**config.mk**
```make
export PLATFORM = sky130hd
export DESIGN_NAME = morse_character_keyer_unit
export DESIGN_NICKNAME = d
export VERILOG_FILES = /design/src/hdl/mck_pkg.sv /design/src/hdl/morse_character_keyer_unit.sv /design/src/hdl/mck_ctrl.sv /design/src/hdl/mck_datapath.sv
export SDC_FILE = /design/constraint.sdc
export NUM_CORES = 1
export LEC_CHECK = 0
export ABC_AREA = 1
export BUFFER_PORTS_ARGS = -buffer_cell sky130_fd_sc_hd__buf_2
export CORE_MARGIN = 5
export CORE_UTILIZATION = 45
export CTS_BUF_LIST = sky130_fd_sc_hd__clkbuf_8 sky130_fd_sc_hd__clkbuf_16
export DETAILED_ROUTE_END_ITERATION = 12
export MAX_ROUTING_LAYER = met4
export PLACE_DENSITY = 0.65
export SETUP_SLACK_MARGIN = 0.1
export SYNTH_ARGS = -nofsm -noshare
export SYNTH_HDL_FRONTEND = slang
export SYNTH_SLANG_ARGS = --single-unit
```
**constraint.sdc**
```tcl
create_clock -name clock -period 3.2 [get_ports clock]
set_clock_uncertainty 0.1 [all_clocks]
set_input_delay 0 -clock clock [delete_from_list [all_inputs] [get_ports clock]]
set_output_delay 0 -clock clock [all_outputs]
set_load 0.02 [all_outputs]
```
**src/hdl/mck_pkg.sv**
```systemverilog
package mck_pkg;

   localparam int SymbolWidth   = 8;
   localparam int WpmWidth      = 6;
   localparam int DotWidth      = 11;
   localparam int UnitsWidth    = 3;
   localparam int DurationWidth = 13;
   localparam int PatternWidth  = 6;
   localparam int CountWidth    = 3;
   localparam int TableDepth    = 39;
   localparam int IndexWidth    = 6;

   localparam logic [SymbolWidth-1:0] CharSpace  = 8'h20;
   localparam logic [SymbolWidth-1:0] CharPeriod = 8'h2E;
   localparam logic [SymbolWidth-1:0] CharComma  = 8'h2C;
   localparam logic [SymbolWidth-1:0] CharZero   = 8'h30;
   localparam logic [SymbolWidth-1:0] CharNine   = 8'h39;
   localparam logic [SymbolWidth-1:0] CharUpperA = 8'h41;
   localparam logic [SymbolWidth-1:0] CharUpperZ = 8'h5A;
   localparam logic [SymbolWidth-1:0] LetterBase = 8'd52;
   localparam logic [SymbolWidth-1:0] DigitBase  = 8'd45;
   localparam logic [IndexWidth-1:0]  IndexComma  = 6'd2;
   localparam logic [IndexWidth-1:0]  IndexPeriod = 6'd1;

   localparam logic [UnitsWidth-1:0] UnitsDot   = 3'd1;
   localparam logic [UnitsWidth-1:0] UnitsGap   = 3'd2;
   localparam logic [UnitsWidth-1:0] UnitsDash  = 3'd3;
   localparam logic [UnitsWidth-1:0] UnitsSpace = 3'd4;
   localparam logic [UnitsWidth-1:0] UnitsNone  = 3'd0;

   // Dot length in milliseconds, 1200 / wpm, with the speed clamped to 1..50.
   localparam logic [DotWidth-1:0] DotTable [64] = '{
      11'd1200, 11'd1200, 11'd600, 11'd400, 11'd300, 11'd240, 11'd200, 11'd171,
      11'd150,  11'd133,  11'd120, 11'd109, 11'd100, 11'd92,  11'd85,  11'd80,
      11'd75,   11'd70,   11'd66,  11'd63,  11'd60,  11'd57,  11'd54,  11'd52,
      11'd50,   11'd48,   11'd46,  11'd44,  11'd42,  11'd41,  11'd40,  11'd38,
      11'd37,   11'd36,   11'd35,  11'd34,  11'd33,  11'd32,  11'd31,  11'd30,
      11'd30,   11'd29,   11'd28,  11'd27,  11'd27,  11'd26,  11'd26,  11'd25,
      11'd25,   11'd24,   11'd24,  11'd24,  11'd24,  11'd24,  11'd24,  11'd24,
      11'd24,   11'd24,   11'd24,  11'd24,  11'd24,  11'd24,  11'd24,  11'd24
   };

   localparam logic [DotWidth-1:0] DotReset = DotTable[12];

   localparam logic [CountWidth-1:0] ElemCount [TableDepth] = '{
      3'd4, 3'd6, 3'd6,
      3'd5, 3'd5, 3'd5, 3'd5, 3'd5, 3'd5, 3'd5, 3'd5, 3'd5, 3'd5,
      3'd2, 3'd4, 3'd4, 3'd3, 3'd1, 3'd4, 3'd3, 3'd4, 3'd2, 3'd4, 3'd3, 3'd4, 3'd2,
      3'd2, 3'd3, 3'd4, 3'd4, 3'd3, 3'd3, 3'd1, 3'd3, 3'd4, 3'd3, 3'd4, 3'd4, 3'd4
   };

   localparam logic [PatternWidth-1:0] ElemBits [TableDepth] = '{
      6'h00, 6'h15, 6'h33,
      6'h1F, 6'h0F, 6'h07, 6'h03, 6'h01, 6'h00, 6'h10, 6'h18, 6'h1C, 6'h1E,
      6'h01, 6'h08, 6'h0A, 6'h04, 6'h00, 6'h02, 6'h06, 6'h00, 6'h00, 6'h07, 6'h05,
      6'h04, 6'h03,
      6'h02, 6'h07, 6'h06, 6'h0D, 6'h02, 6'h00, 6'h01, 6'h01, 6'h01, 6'h03, 6'h09,
      6'h0B, 6'h0C
   };

   typedef enum logic [1:0] {
      SK_SPACE,
      SK_UNSUP,
      SK_CODE
   } seg_kind_type;

   typedef enum logic {
      KS_IDLE,
      KS_EMIT
   } keyer_state_type;

   typedef struct packed {
      logic load;
      logic step;
   } keyer_cmd_type;

   typedef struct packed {
      logic slot_free;
      logic seg_last;
   } keyer_status_type;

endpackage

```
**src/hdl/morse_character_keyer_unit.sv**
```systemverilog
// The character is decoded and loaded when accepted; the controller then steps out its segments.
// Throughput: one segment word per cycle while the output is not stalled; a character of n
// elements gives 2n element words and one gap word; space and unsupported give one word.
// Output backpressure stalls the segment sequencer one word at a time.
// Reset is synchronous and active high; it empties the output register and sets 12 wpm.
module morse_character_keyer_unit (
   input  logic        clock,
   input  logic        reset,
   input  logic        req_tvalid,
   output logic        req_tready,
   input  logic [7:0]  req_tdata,   // [7:0] symbol
   output logic        rsp_tvalid,
   input  logic        rsp_tready,
   output logic [23:0] rsp_tdata,   // [0] key_on, [3:1] dot_units, [16:4] duration_ms, zeros
   output logic        rsp_tuser,   // [0] unsupported
   output logic        rsp_tlast,
   input  logic        csr_valid,
   output logic        csr_ready,
   input  logic [5:0]  csr_data     // words_per_minute
);

   mck_pkg::keyer_cmd_type    cmd;
   mck_pkg::keyer_status_type status;

   logic                                rsp_key_on;
   logic [mck_pkg::UnitsWidth-1:0]      rsp_dot_units;
   logic [mck_pkg::DurationWidth-1:0]   rsp_duration_ms;

   mck_ctrl u_ctrl (
      .clock      (clock),
      .reset      (reset),
      .req_tvalid (req_tvalid),
      .req_tready (req_tready),
      .status     (status),
      .cmd        (cmd)
   );

   mck_datapath u_datapath (
      .clock            (clock),
      .reset            (reset),
      .cmd              (cmd),
      .status           (status),
      .symbol           (req_tdata),
      .csr_valid        (csr_valid),
      .csr_data         (csr_data),
      .rsp_valid        (rsp_tvalid),
      .rsp_ready        (rsp_tready),
      .rsp_key_on       (rsp_key_on),
      .rsp_dot_units    (rsp_dot_units),
      .rsp_duration_ms  (rsp_duration_ms),
      .rsp_unsupported  (rsp_tuser),
      .rsp_last_segment (rsp_tlast)
   );

   assign csr_ready = 1'b1;
   assign rsp_tdata = {7'd0, rsp_duration_ms, rsp_dot_units, rsp_key_on};

endmodule

```
**src/hdl/mck_ctrl.sv**
```systemverilog
module mck_ctrl (
   input  logic                     clock,
   input  logic                     reset,
   input  logic                     req_tvalid,
   output logic                     req_tready,
   input  mck_pkg::keyer_status_type status,
   output mck_pkg::keyer_cmd_type    cmd
);

   mck_pkg::keyer_state_type state_ff;
   mck_pkg::keyer_state_type state_in;

   always_ff @(posedge clock) begin
      if (reset) begin
         state_ff <= mck_pkg::KS_IDLE;
      end else begin
         state_ff <= state_in;
      end
   end

   always_comb begin
      state_in   = state_ff;
      req_tready = 1'b0;
      cmd        = '0;
      case (state_ff)
         mck_pkg::KS_IDLE: begin
            req_tready = 1'b1;
            if (req_tvalid) begin
               cmd.load = 1'b1;
               state_in = mck_pkg::KS_EMIT;
            end
         end
         mck_pkg::KS_EMIT: begin
            if (status.slot_free) begin
               cmd.step = 1'b1;
               if (status.seg_last) begin
                  state_in = mck_pkg::KS_IDLE;
               end
            end
         end
         default: begin
            state_in = mck_pkg::KS_IDLE;
         end
      endcase
   end

endmodule

```
**src/hdl/mck_datapath.sv**
```systemverilog
module mck_datapath (
   input  logic                                   clock,
   input  logic                                   reset,
   input  mck_pkg::keyer_cmd_type                 cmd,
   output mck_pkg::keyer_status_type              status,
   input  logic [mck_pkg::SymbolWidth-1:0]        symbol,
   input  logic                                   csr_valid,
   input  logic [mck_pkg::WpmWidth-1:0]           csr_data,
   output logic                                   rsp_valid,
   input  logic                                   rsp_ready,
   output logic                                   rsp_key_on,
   output logic [mck_pkg::UnitsWidth-1:0]         rsp_dot_units,
   output logic [mck_pkg::DurationWidth-1:0]      rsp_duration_ms,
   output logic                                   rsp_unsupported,
   output logic                                   rsp_last_segment
);

   logic [mck_pkg::DotWidth-1:0]      dot_ff;
   logic [mck_pkg::DotWidth-1:0]      dot_in;
   mck_pkg::seg_kind_type             kind_ff;
   mck_pkg::seg_kind_type             kind_in;
   logic [mck_pkg::CountWidth-1:0]    remain_ff;
   logic [mck_pkg::CountWidth-1:0]    remain_in;
   logic [mck_pkg::PatternWidth-1:0]  pattern_ff;
   logic [mck_pkg::PatternWidth-1:0]  pattern_in;
   logic                              phase_ff;
   logic                              phase_in;
   logic                              valid_ff;
   logic                              valid_in;
   logic                              key_on_ff;
   logic [mck_pkg::UnitsWidth-1:0]    units_ff;
   logic [mck_pkg::DurationWidth-1:0] duration_ff;
   logic                              unsup_ff;
   logic                              last_ff;

   logic [mck_pkg::IndexWidth-1:0]    index;
   mck_pkg::seg_kind_type             load_kind;
   logic [mck_pkg::CountWidth-1:0]    load_count;
   logic [mck_pkg::PatternWidth-1:0]  load_bits;
   logic                              seg_key_on;
   logic [mck_pkg::UnitsWidth-1:0]    seg_units;
   logic                              seg_unsup;
   logic                              seg_last;
   logic [mck_pkg::DurationWidth:0]   seg_product;

   // Character decode into a table index.
   always_comb begin
      index     = '0;
      load_kind = mck_pkg::SK_CODE;
      if (symbol == mck_pkg::CharSpace) begin
         load_kind = mck_pkg::SK_SPACE;
      end else if (symbol >= mck_pkg::CharUpperA && symbol <= mck_pkg::CharUpperZ) begin
         index = mck_pkg::IndexWidth'(symbol - mck_pkg::LetterBase);
      end else if (symbol >= mck_pkg::CharZero && symbol <= mck_pkg::CharNine) begin
         index = mck_pkg::IndexWidth'(symbol - mck_pkg::DigitBase);
      end else if (symbol == mck_pkg::CharComma) begin
         index = mck_pkg::IndexComma;
      end else if (symbol == mck_pkg::CharPeriod) begin
         index = mck_pkg::IndexPeriod;
      end else begin
         load_kind = mck_pkg::SK_UNSUP;
      end
      load_count = mck_pkg::ElemCount[index];
      load_bits  = mck_pkg::ElemBits[index];
   end

   // The segment that the next step emits.
   always_comb begin
      seg_key_on = 1'b0;
      seg_units  = mck_pkg::UnitsNone;
      seg_unsup  = 1'b0;
      seg_last   = 1'b0;
      case (kind_ff)
         mck_pkg::SK_SPACE: begin
            seg_units = mck_pkg::UnitsSpace;
            seg_last  = 1'b1;
         end
         mck_pkg::SK_UNSUP: begin
            seg_unsup = 1'b1;
            seg_last  = 1'b1;
         end
         mck_pkg::SK_CODE: begin
            if (remain_ff == '0) begin
               seg_units = mck_pkg::UnitsGap;
               seg_last  = 1'b1;
            end else if (!phase_ff) begin
               seg_key_on = 1'b1;
               seg_units  = pattern_ff[mck_pkg::PatternWidth-1] ? mck_pkg::UnitsDash
                                                                : mck_pkg::UnitsDot;
            end else begin
               seg_units = mck_pkg::UnitsDot;
            end
         end
         default: begin
            seg_last = 1'b1;
         end
      endcase
      seg_product = (mck_pkg::DurationWidth+1)'(seg_units)
                  * (mck_pkg::DurationWidth+1)'(dot_ff);
   end

   always_comb begin
      kind_in    = kind_ff;
      remain_in  = remain_ff;
      pattern_in = pattern_ff;
      phase_in   = phase_ff;
      if (cmd.load) begin
         kind_in    = load_kind;
         remain_in  = load_count;
         pattern_in = load_bits << (mck_pkg::CountWidth'(mck_pkg::PatternWidth) - load_count);
         phase_in   = 1'b0;
      end else if (cmd.step && kind_ff == mck_pkg::SK_CODE && remain_ff != '0) begin
         if (!phase_ff) begin
            phase_in = 1'b1;
         end else begin
            phase_in   = 1'b0;
            remain_in  = remain_ff - 1'b1;
            pattern_in = pattern_ff << 1;
         end
      end
   end

   assign dot_in   = csr_valid ? mck_pkg::DotTable[csr_data] : dot_ff;
   assign valid_in = cmd.step ? 1'b1 : (rsp_ready ? 1'b0 : valid_ff);

   always_ff @(posedge clock) begin
      if (reset) begin
         dot_ff   <= mck_pkg::DotReset;
         valid_ff <= 1'b0;
         kind_ff  <= mck_pkg::SK_UNSUP;
      end else begin
         dot_ff   <= dot_in;
         valid_ff <= valid_in;
         kind_ff  <= kind_in;
      end
   end

   always_ff @(posedge clock) begin
      remain_ff  <= remain_in;
      pattern_ff <= pattern_in;
      phase_ff   <= phase_in;
      if (cmd.step) begin
         key_on_ff   <= seg_key_on;
         units_ff    <= seg_units;
         duration_ff <= seg_product[mck_pkg::DurationWidth-1:0];
         unsup_ff    <= seg_unsup;
         last_ff     <= seg_last;
      end
   end

   assign status.slot_free = !valid_ff || rsp_ready;
   assign status.seg_last  = seg_last;

   assign rsp_valid        = valid_ff;
   assign rsp_key_on       = key_on_ff;
   assign rsp_dot_units    = units_ff;
   assign rsp_duration_ms  = duration_ff;
   assign rsp_unsupported  = unsup_ff;
   assign rsp_last_segment = last_ff;

   a_unsup_single : assert property (@(posedge clock) disable iff (reset)
      valid_ff && unsup_ff |-> last_ff && units_ff == mck_pkg::UnitsNone && !key_on_ff)
      else $error("unsupported word is not a single empty segment");

   a_key_on_shape : assert property (@(posedge clock) disable iff (reset)
      valid_ff && key_on_ff |->
         !last_ff && (units_ff == mck_pkg::UnitsDot || units_ff == mck_pkg::UnitsDash))
      else $error("key-on segment has wrong length or ends the character");

   a_on_then_off : assert property (@(posedge clock) disable iff (reset)
      cmd.step && seg_key_on |=> kind_ff == mck_pkg::SK_CODE && phase_ff)
      else $error("key-on element not followed by its key-off space");

   a_no_load_while_busy : assert property (@(posedge clock) disable iff (reset)
      cmd.load |-> !cmd.step)
      else $error("load and step issued together");

endmodule

```
==> impl_metrics.toml, run 1 <==
[pwr]
p_int_mw = 1.00
pwr-share-comb = 0.343
p_leak_nw = 2.64
clock_power_share = 0.220
swShare = 0.344
vdd_drop_max_v = 0.000194
netSwitchingPower_mw = 0.524
p_per_area_nw_per_um2 = 290
p_seq_frac = 0.437

[floorplanning]
rows = 35
die_w_um = 107
core_area_sq_um = 9200
die-area_sq_um = 11400
num_io_pins = 48
die_y_um = 107
initial_utilization = 0.459

[finish]
n_fill_cell = 848
utilization = 0.571
regArea_sq_um = 1160
drive_above_1_share = 0.263
diodes = 0
multi_input_area_sq_um = 2770
nNetsFinal = 773
area_growth_pct = 24.4
finalInstanceArea_sq_um = 5250

[timing]
holdWs_ns = 0.0701
fin_tns_setup_ns = -0.390
fin_crit_ns = 3.40
rsz0062_at_grt = "yes"
maxSlewViolCount = 0
finalSetupViolCount = 3
setup_ws_ns = -0.203
fmax_mhz = 294
hold_viol_final = 0
relSlewSlack = 0.577
tightest_slew_ns = 0.632
fin_crit_sh = 1.06

[global_route]
grt_pass1_vias = 3773
grt_max_degree = 22
grt_first_pass_wirelength_um = 16900
grt_usage = 0.181
antenna_found_initial = 0
grtUsageMet2 = 0.286
use_met3 = 0.0187
grt_overflow_total = 0
use_met1 = 0.249
grt_busiest_layer = "met2"

[drt]
drtIter0Drc = 217
first_pass_iters = 4
wl_um = 10200
routedWlPerCell_um = 12.4
vias = 4067
ant_nets = 0
drcViolationCount = 0
viasPerCell = 4.95

[min_path]
whs_path_depth = 3
min_to = "u_datapath.dot_ff[6]"
hold_path_class = "in2reg"
holdCritStartpoint = "csr_data[4]"

[synthesis]
synthesis.area_sq_um = 4220
yosys.area.top_type_share = 0.199
syn_avg_cell_area_sq_um = 6.96
yosys.area.top_type = "edfxtp_1"
synth_warnings = 0
ys_seq_area_frac = 0.275
syn_inst = 606
synth-seq-cells = 44
synth_area_leaders = "edfxtp_1 20%, nand2_1 16%, ha_1 10%"
yosysUniqueCellTypes = 39

[setup_path]
crit_arrival_ns = 3.35
reg2reg_slack_ns = -0.20
reg2reg_depth = 22
cp-end-kind = "flop"
crit_type = "reg2reg"
crit_fanout = 4
rr_startpoint = "u_datapath.remain_ff[0]"
reg2reg_to = "u_datapath.rsp_duration_ms[12]"
crit_required_ns = 3.14
worst_setup_path_start_kind = "flop"

[place]
dp_hpwl_um = 8140
portBuffers = 39
gp_congestion = 0.941
place_ws_ns = -0.203
placed_cell_area_sq_um = 4910

[job]
max_cap_viol_count = 0

[clocking]
clkLatencyLatePin_ns = 0.29
cts_buffers = 5
path_clk_slew_ns = 0.08
cts_tree = "yes"
cts_buffer_depth = 2
cts_sinks = 44
htree_num_levels = 2
root_buffer = "clkbuf_8"

[status]
outcome = "finished, violations left"
violations = "setup timing"
==> registers in the layout (all words and copies together), names as in the netlist, 2 cells and up <==
name                        cells
u_datapath.rsp_duration_ms     13
u_datapath.rsp_dot_units        3
u_datapath.remain_ff            3
u_datapath.kind_ff              2
u_datapath.pattern_ff           6
u_datapath.dot_ff              11
==> per-stage QoR <==
step                      std cells  total power, mW
after floorplan                 612             1.02
after global placement          796             1.16
after detailed placement        796             1.17
after CTS                       820             1.51
after global routing            822             1.62
final                           822             1.52
==> cell type report <==
cell class	instances	area share
clock buffer	5	0.0131
sequential	44	0.221
multi-input combinational	458	0.528
tap	111	0.0265
inverter	92	0.0682
clock inverter	3	0.00286
timing repair buffer	109	0.141
==> kinds of logic after synthesis <==
logic type,share of synthesized area
other cells,0.00178
flops,0.275
xor+xnor,0.0228
compound gates,0.108
fa+ha+maj,0.148
buf+inv,0.112
simple gates,0.332
==> critical path, stage by stage (launching register included) <==
cell and delay [ns]:
edfxtp_1 0.39, inv_2 0.09, ha_4 0.13, inv_2 0.03, nor2_1 0.09, inv_1 0.08
nand2_2 0.08, nand2_4 0.08, clkinv_4 0.07, nand2_2 0.05, fa_1 0.53, inv_2 0.07
fa_2 0.41, nand3_2 0.11, a21oi_2 0.07, o21ai_1 0.12, nand2_1 0.08, nand2_1 0.06
nand2_1 0.07, a21oi_2 0.15, o21ai_1 0.09, a21oi_2 0.15, xor2_1 0.08
==> worst max-delay path by stage <==
stage / end / startpoint / slack [ns] / cells after the start
after floorplan: u_datapath.rsp_duration_ms[11] / u_datapath.remain_ff[0] / -0.03 / 23
after global placement: u_datapath.rsp_duration_ms[12] / u_datapath.remain_ff[0] / -0.08 / 21
after detailed placement: u_datapath.rsp_duration_ms[12] / u_datapath.remain_ff[0] / -0.20 / 21
after CTS: u_datapath.rsp_duration_ms[12] / u_datapath.remain_ff[0] / -0.15 / 21
after global routing: u_datapath.rsp_duration_ms[12] / u_datapath.remain_ff[0] / -0.34 / 22
final: u_datapath.rsp_duration_ms[12] / u_datapath.remain_ff[0] / -0.20 / 22
==> power groups by stage <==
stage	sequential (mW)	combinational [mW]	clock [mW]
final	0.667	0.523	0.335
after detailed placement	0.678	0.488	0
after global placement	0.677	0.483	0
after floorplan	0.692	0.326	0
after CTS	0.666	0.499	0.343
after global routing	0.671	0.584	0.365
==> Yosys cell counts <==
library cell,instances
nand2_1,176
inv_1,76
nand3_1,62
nor2_1,44
ha_1,34
edfxtp_1,28
a21oi_1,26
o21ai_0,22
dfxtp_1,16
nand2_2,12
buf_4,10
fa_1,10
inv_2,8
xor2_1,8
clkinv_1,6
o211ai_1,6
clkbuf_1,5
nand4_1,5
nor2_2,5
o21ai_1,5
a21oi_2,4
nand3_2,4
nor2_4,4
a221oi_1,3
a31oi_1,3
nor3_1,3
xnor2_1,3
buf_6,2
conb_1,2
inv_4,2
nand2_4,2
o2111ai_1,2
o221ai_1,2
a211oi_1,1
a21boi_1,1
buf_2,1
o21a_1,1
o31ai_1,1
or2_2,1
==> layer usage <==
metal  up-vias  part of all wire  routed length [um]
met3         7             0.045                 457
met5         -                 0                   0
li1       2154                 -                   -
met1      1806              0.48                4950
met4         0             0.012                 123
met2       100              0.46                4670
==> repair_timing <==
| action | CTS | global route |
|---|---|---|
| endpoints found under the setup margin | 3 | 12 |
| hold endpoints to repair | 13 | 0 |
| hold buffers | 7 | 0 |
| pin swaps | 5 | 15 |
| gates resized for setup | 7 | 19 |
| buffers inserted | 9 | 6 |
==> cells in the final DEF, fill, tap and decap left out, types with 2 or more instances in the layout <==
cell type	count
nand2_1	171
xnor2_1	2
buf_2	39
nand2_4	3
buf_4	63
conb_1	8
nand3_2	6
dfxtp_1	16
ha_4	5
inv_4	4
ha_1	28
nand2_2	16
fa_1	9
o21ai_0	18
o221ai_1	2
nor2_2	6
clkinv_1	4
nor2_4	5
a21oi_2	13
edfxtp_1	28
o211ai_1	6
xor2_1	8
nor2_1	42
dlygate4sd3_1	7
nand4_1	5
nor3_1	3
inv_1	72
o21ai_2	2
a221oi_1	2
o21ai_1	7
clkbuf_8	5
nand3_1	60
inv_2	13
a21oi_1	17
a31oi_1	3
o2111ai_1	2
No activity file was read; power rests on OpenSTA's default activity.
==> run 2, diff against run 1 <==
--- a/config.mk
+++ b/config.mk
@@ -11,7 +11,6 @@
 export CORE_UTILIZATION = 45
 export CTS_BUF_LIST = sky130_fd_sc_hd__clkbuf_8 sky130_fd_sc_hd__clkbuf_16
 export DETAILED_ROUTE_END_ITERATION = 12
-export MAX_ROUTING_LAYER = met4
 export PLACE_DENSITY = 0.65
 export SETUP_SLACK_MARGIN = 0.1
 export SYNTH_ARGS = -nofsm -noshare
==> run 2 against run 1 <==
  * The run still ends with setup timing left
  * Critical path depth unchanged
  * Global-route usage down 0.11 points
  * Combinational power down 1%
  * Sequential cell count unchanged
  * Non-clock buffer count down 8
  * Register-to-register slack better by 0.16 ns
  * Clock-buffer cell count up 1
  * Critical path type unchanged
  * Worst setup slack better by 0.16 ns
  * First-iteration DRC count up 12%
  * Hold slack worse by 0.032 ns
  * Sequential share of layout area up 0.33 points
==> impl_metrics.toml, run 2 (synthesis results as in run 1) <==
[finish]
n_fill_cell = 893
diodes = 0
final_cells = 814
finalInstanceArea_sq_um = 5170
drive_above_1_share = 0.253
layout_common_cells = "170 x nand2_1, 69 x inv_1, 61 x nand3_1"
final_common_cell = "nand2_1"
multi_input_area_sq_um = 2750
utilization = 0.563
nNetsFinal = 765
regArea_sq_um = 1160
largest_register_ffs = 13
area_growth_pct = 22.6

[timing]
finalSetupViolCount = 2
setup_ws_ns = -0.0473
fin_crit_sh = 1.01
hold_viol_final = 0
fin_tns_setup_ns = -0.0716
fmax_mhz = 308
maxSlewViolCount = 0
tightest_slew_ns = 0.632
holdWs_ns = 0.0377
rsz0062_at_grt = "yes"
relSlewSlack = 0.577
fin_crit_ns = 3.25

[drt]
wl_um = 9810
first_pass_iters = 5
drcViolationCount = 0
ant_nets = 0
vias = 4090
viasPerCell = 5.02
routedWlPerCell_um = 12.0
drtIter0Drc = 242

[pwr]
netSwitchingPower_mw = 0.525
clock_power_share = 0.231
vdd_drop_max_v = 0.000185
total_power_mw = 1.54
p_per_area_nw_per_um2 = 298
p_leak_nw = 2.60
pwr-share-comb = 0.336
swShare = 0.340
p_int_mw = 1.02
p_seq_frac = 0.433

[global_route]
grt_overflow_total = 0
grt_max_degree = 22
grt_first_pass_wirelength_um = 17400
antenna_found_initial = 0
grt_pass1_vias = 3940
grt_usage = 0.180

[setup_path]
crit_type = "reg2reg"
crit_arrival_ns = 3.19
crit_fanout = 5
worst_setup_path_start_kind = "flop"
cp-end-kind = "flop"
crit_required_ns = 3.15

[place]
portBuffers = 39
gp_congestion = 0.912
placed_cell_area_sq_um = 4890
dp_hpwl_um = 7990
place_inst = 793
place_ws_ns = -0.143

[floorplanning]
die_y_um = 107
die_w_um = 107
die-area_sq_um = 11400
num_io_pins = 48
rows = 35
core_area_sq_um = 9200
initial_utilization = 0.459

[clocking]
cts_tree = "yes"
htree_num_levels = 2
cts_buffer_depth = 2
clkLatencyLatePin_ns = 0.30
path_clk_slew_ns = 0.08
cts_buffers = 5
root_buffer = "clkbuf_8"
cts_sinks = 44

[status]
violations = "setup timing"
outcome = "finished, violations left"

[job]
max_cap_viol_count = 0

[min_path]
hold_path_class = "in2reg"
-- run 2: changes by cell type in the layout (fill, tap and decap cells not counted), moves of 2 or more --
cell     change
inv_1        -3
o21ai_2      -2
inv_2        +3
o21ai_1      +2
a21oi_2      -2
buf_4        -7
-- run 2: path summary, 6_finish.rpt --
kind / from / end / slack (ns) / depth (start not counted)
worst min register to register: u_datapath.dot_ff[9] / u_datapath.dot_ff[9] / 0.40 / 2
worst min-delay path: csr_data[4] / u_datapath.dot_ff[1] / 0.04 / 4
worst max-delay path: u_datapath.remain_ff[0] / u_datapath.rsp_duration_ms[12] / -0.05 / 22
worst max register to register: u_datapath.remain_ff[0] / u_datapath.rsp_duration_ms[12] / -0.05 / 22
-- run 2: worst max-delay path, cell delays in order, from the launching register on --
cell	delay, ns
edfxtp_1	0.38
inv_2	0.09
ha_4	0.13
inv_2	0.04
nor2_4	0.07
inv_2	0.05
nand2_2	0.07
nand2_4	0.07
clkinv_4	0.09
nand2_4	0.04
fa_1	0.51
inv_2	0.05
fa_2	0.39
nand3_2	0.10
a21oi_2	0.06
o21ai_1	0.11
nand2_1	0.08
nand2_1	0.06
nand2_1	0.06
a21oi_2	0.15
o21ai_1	0.07
a21oi_1	0.15
xor2_1	0.08
-- run 2: routing by layer --
metal  GRT usage  up-vias  wire length [um]
met5           0        -                 0
met4      0.0438        0               121
met3      0.0205       10               482
met2       0.289      112              4270
met1       0.258     1835              4930
li1            -     2133                 -
-- run 2: layout make-up --
type | count | area share
clock buffers | 6 | 0.0160
clock inverters | 2 | 0.00193
inverters | 92 | 0.0689
multi-input cells | 458 | 0.531
flip-flops and latches | 44 | 0.224
well taps | 111 | 0.0268
repair buffers | 101 | 0.131
-- run 2: what timing repair did --
item	4_1_cts	5_1_grt
pin swaps	6	2
setup endpoints to repair	3	11
gates cloned	0	0
hold buffers	6	0
buffers inserted	4	3
gates resized for setup	6	19
endpoints found under the hold margin	13	0
-- run 2: power by group through the flow --
stage | Sequential [mW] | Combinational (mW) | Clock, mW
floorplan | 0.692 | 0.326 | 0
global placement | 0.677 | 0.479 | 0
detailed placement | 0.679 | 0.486 | 0
CTS | 0.666 | 0.495 | 0.371
global route | 0.672 | 0.584 | 0.394
finish | 0.668 | 0.518 | 0.357
==> run 3, diff against run 2 <==
--- a/config.mk
+++ b/config.mk
@@ -11,7 +11,7 @@
 export CORE_UTILIZATION = 45
 export CTS_BUF_LIST = sky130_fd_sc_hd__clkbuf_8 sky130_fd_sc_hd__clkbuf_16
 export DETAILED_ROUTE_END_ITERATION = 12
-export PLACE_DENSITY = 0.65
+export PLACE_DENSITY = 0.63
 export SETUP_SLACK_MARGIN = 0.1
 export SYNTH_ARGS = -nofsm -noshare
 export SYNTH_HDL_FRONTEND = slang
==> constraint.sdc (replaced) <==
create_clock -name clock -period 3.12 [get_ports clock]
set_clock_uncertainty 0.1 [all_clocks]
set_input_delay 0 -clock clock [delete_from_list [all_inputs] [get_ports clock]]
set_output_delay 0 -clock clock [all_outputs]
set_load 0.02 [all_outputs]
==> run 3 against run 2 <==
  * The run still ends with setup timing left
  * Non-clock buffer count is 6 higher
  * Final area is 1.4% higher
  * Clock-buffer cell count stayed put
  * Sequential cell count stayed put
==> impl_metrics.toml, run 3 (synthesis results as in run 1) <==
[status]
outcome = "finished, violations left"
violations = "setup timing"

[job]
max_cap_viol_count = 0

[place]
dp_hpwl_um = 8110
gp_congestion = 0.930
place_ws_ns = -0.252
portBuffers = 39
placed_cell_area_sq_um = 4930

[clocking]
path_clk_slew_ns = 0.08
cts_tree = "yes"
cts_buffers = 5
cts_sinks = 44
clkLatencyLatePin_ns = 0.30
htree_num_levels = 2
root_buffer = "clkbuf_8"
cts_buffer_depth = 2

[global_route]
antenna_found_initial = 0
grt_busiest_layer = "met2"
use_met1 = 0.252
grtUsageMet2 = 0.293
use_met3 = 0.0223
grt_pass1_vias = 3863
grt_max_degree = 22
grt_first_pass_wirelength_um = 17200
grt_overflow_total = 0
grt_usage = 0.181

[floorplanning]
rows = 35
die_w_um = 107
die-area_sq_um = 11400
num_io_pins = 48
initial_utilization = 0.459
core_area_sq_um = 9200
die_y_um = 107

[drt]
ant_nets = 0
drcViolationCount = 0
vias = 4140
first_pass_iters = 5
routedWlPerCell_um = 12.5
drtIter0Drc = 226
wl_um = 10300
viasPerCell = 5.05

[finish]
utilization = 0.570
final_common_cell = "nand2_1"
n_fill_cell = 884
nNetsFinal = 771
largest_register_ffs = 13
area_growth_pct = 24.3
diodes = 0
finalInstanceArea_sq_um = 5240
layout_common_cells = "170 x nand2_1, 71 x inv_1, 61 x buf_4"
drive_above_1_share = 0.258

[timing]
fin_crit_sh = 1.06
fin_tns_setup_ns = -0.338
setup_ws_ns = -0.194
finalSetupViolCount = 3
rsz0062_at_grt = "yes"
fin_crit_ns = 3.31
fmax_mhz = 302
hold_viol_final = 0
maxSlewViolCount = 0

[setup_path]
rr_startpoint = "u_datapath.remain_ff[0]"
crit_arrival_ns = 3.26
crit_start = "u_datapath.remain_ff[0]"
cp_cell_sequence = "inv_2 > ha_4 > inv_2 > nor2_4 > inv_2 > nand2_2 > nand2_4 > clkinv_4 > nand2_2 > fa_1 > inv_2 > ha_4 > a21oi_2 > nand2_2 > a21oi_2 > o21ai_2 > nand2_1 > nand2_1 > a21oi_2 > inv_1 > a21oi_2 > o21ai_1 > xor2_1"
crit_required_ns = 3.07
cp_slowest_stage_delay_ns = 0.51
crit_slowest_cell = "fa_1"
crit_fanout = 4
cp-end-kind = "flop"
reg2reg_slack_ns = -0.19
crit_type = "reg2reg"
worst_setup_path_start_kind = "flop"

[min_path]
hold_path_class = "in2reg"
holdCritStartpoint = "csr_data[4]"

[pwr]
vdd_drop_max_v = 0.000132
p_leak_nw = 2.64
p_per_area_nw_per_um2 = 307
-- run 3: cell count changes in the layout (fill, tap and decap cells not counted), sizes merged --
cell	delta
buf	+5
dlygate4sd3	+1
-- run 3: path summary, 6_finish.rpt --
kind	end	cells after the start
hold / removal	u_datapath.dot_ff[6]	3
setup / recovery	u_datapath.rsp_duration_ms[11]	23
setup reg to reg	u_datapath.rsp_duration_ms[11]	23
hold reg to reg	u_datapath.phase_ff	2
-- run 3: timing repair --
action,in CTS,in global routing
setup endpoints to repair,5,12
pin swaps,7,7
hold buffers,7,0
buffers inserted,4,2
hold endpoints to repair,13,0
gates resized for setup,6,21
-- run 3: through the flow --
stage	instances	hold WS [ns]	total power [mW]
CTS	818	0.0247	1.60
finish	820	0.0480	1.61
global placement	799	0.173	1.19
detailed placement	799	0.189	1.20
global route	820	0.0913	1.71
floorplan	612	0.0104	1.04
-- run 3: power by group --
group	leakage, nW	internal, mW	switching [mW]
registers	0.402	0.666	0.0186
clock network	0.0589	0.201	0.187
logic	2.18	0.206	0.332
total	2.64	1.07	0.538
-- run 3: layer usage --
| layer | vias to the layer above | routed length [um] |
|---|---|---|
| met1 | 1832 | 4830 |
| met4 | 0 | 156 |
| li1 | 2156 | - |
| met2 | 140 | 4700 |
| met5 | - | 0 |
| met3 | 12 | 572 |
-- run 3: cell type report --
type | count | area [sq um] | share of cell area
Multi-Input combinational cell | 458 | 2760 | 0.527
Sequential cell | 44 | 1160 | 0.221
Timing Repair Buffer | 107 | 723 | 0.138
Inverter | 92 | 357 | 0.0680
Tap cell | 111 | 139 | 0.0265
Clock buffer | 6 | 93.8 | 0.0179
Clock inverter | 2 | 7.51 | 0.00143
-- run 3: worst max-delay path, delay by kind of cell, from the launching register on --
family / cells / cell delay, ns
AOI/OAI and AO/OA: 6 / 0.73
xor gates and xnor gates: 1 / 0.13
adders and majority gates: 3 / 0.87
buffers and inverters: 6 / 0.38
DFF: 1 / 0.38
and+or+nand+nor: 7 / 0.47
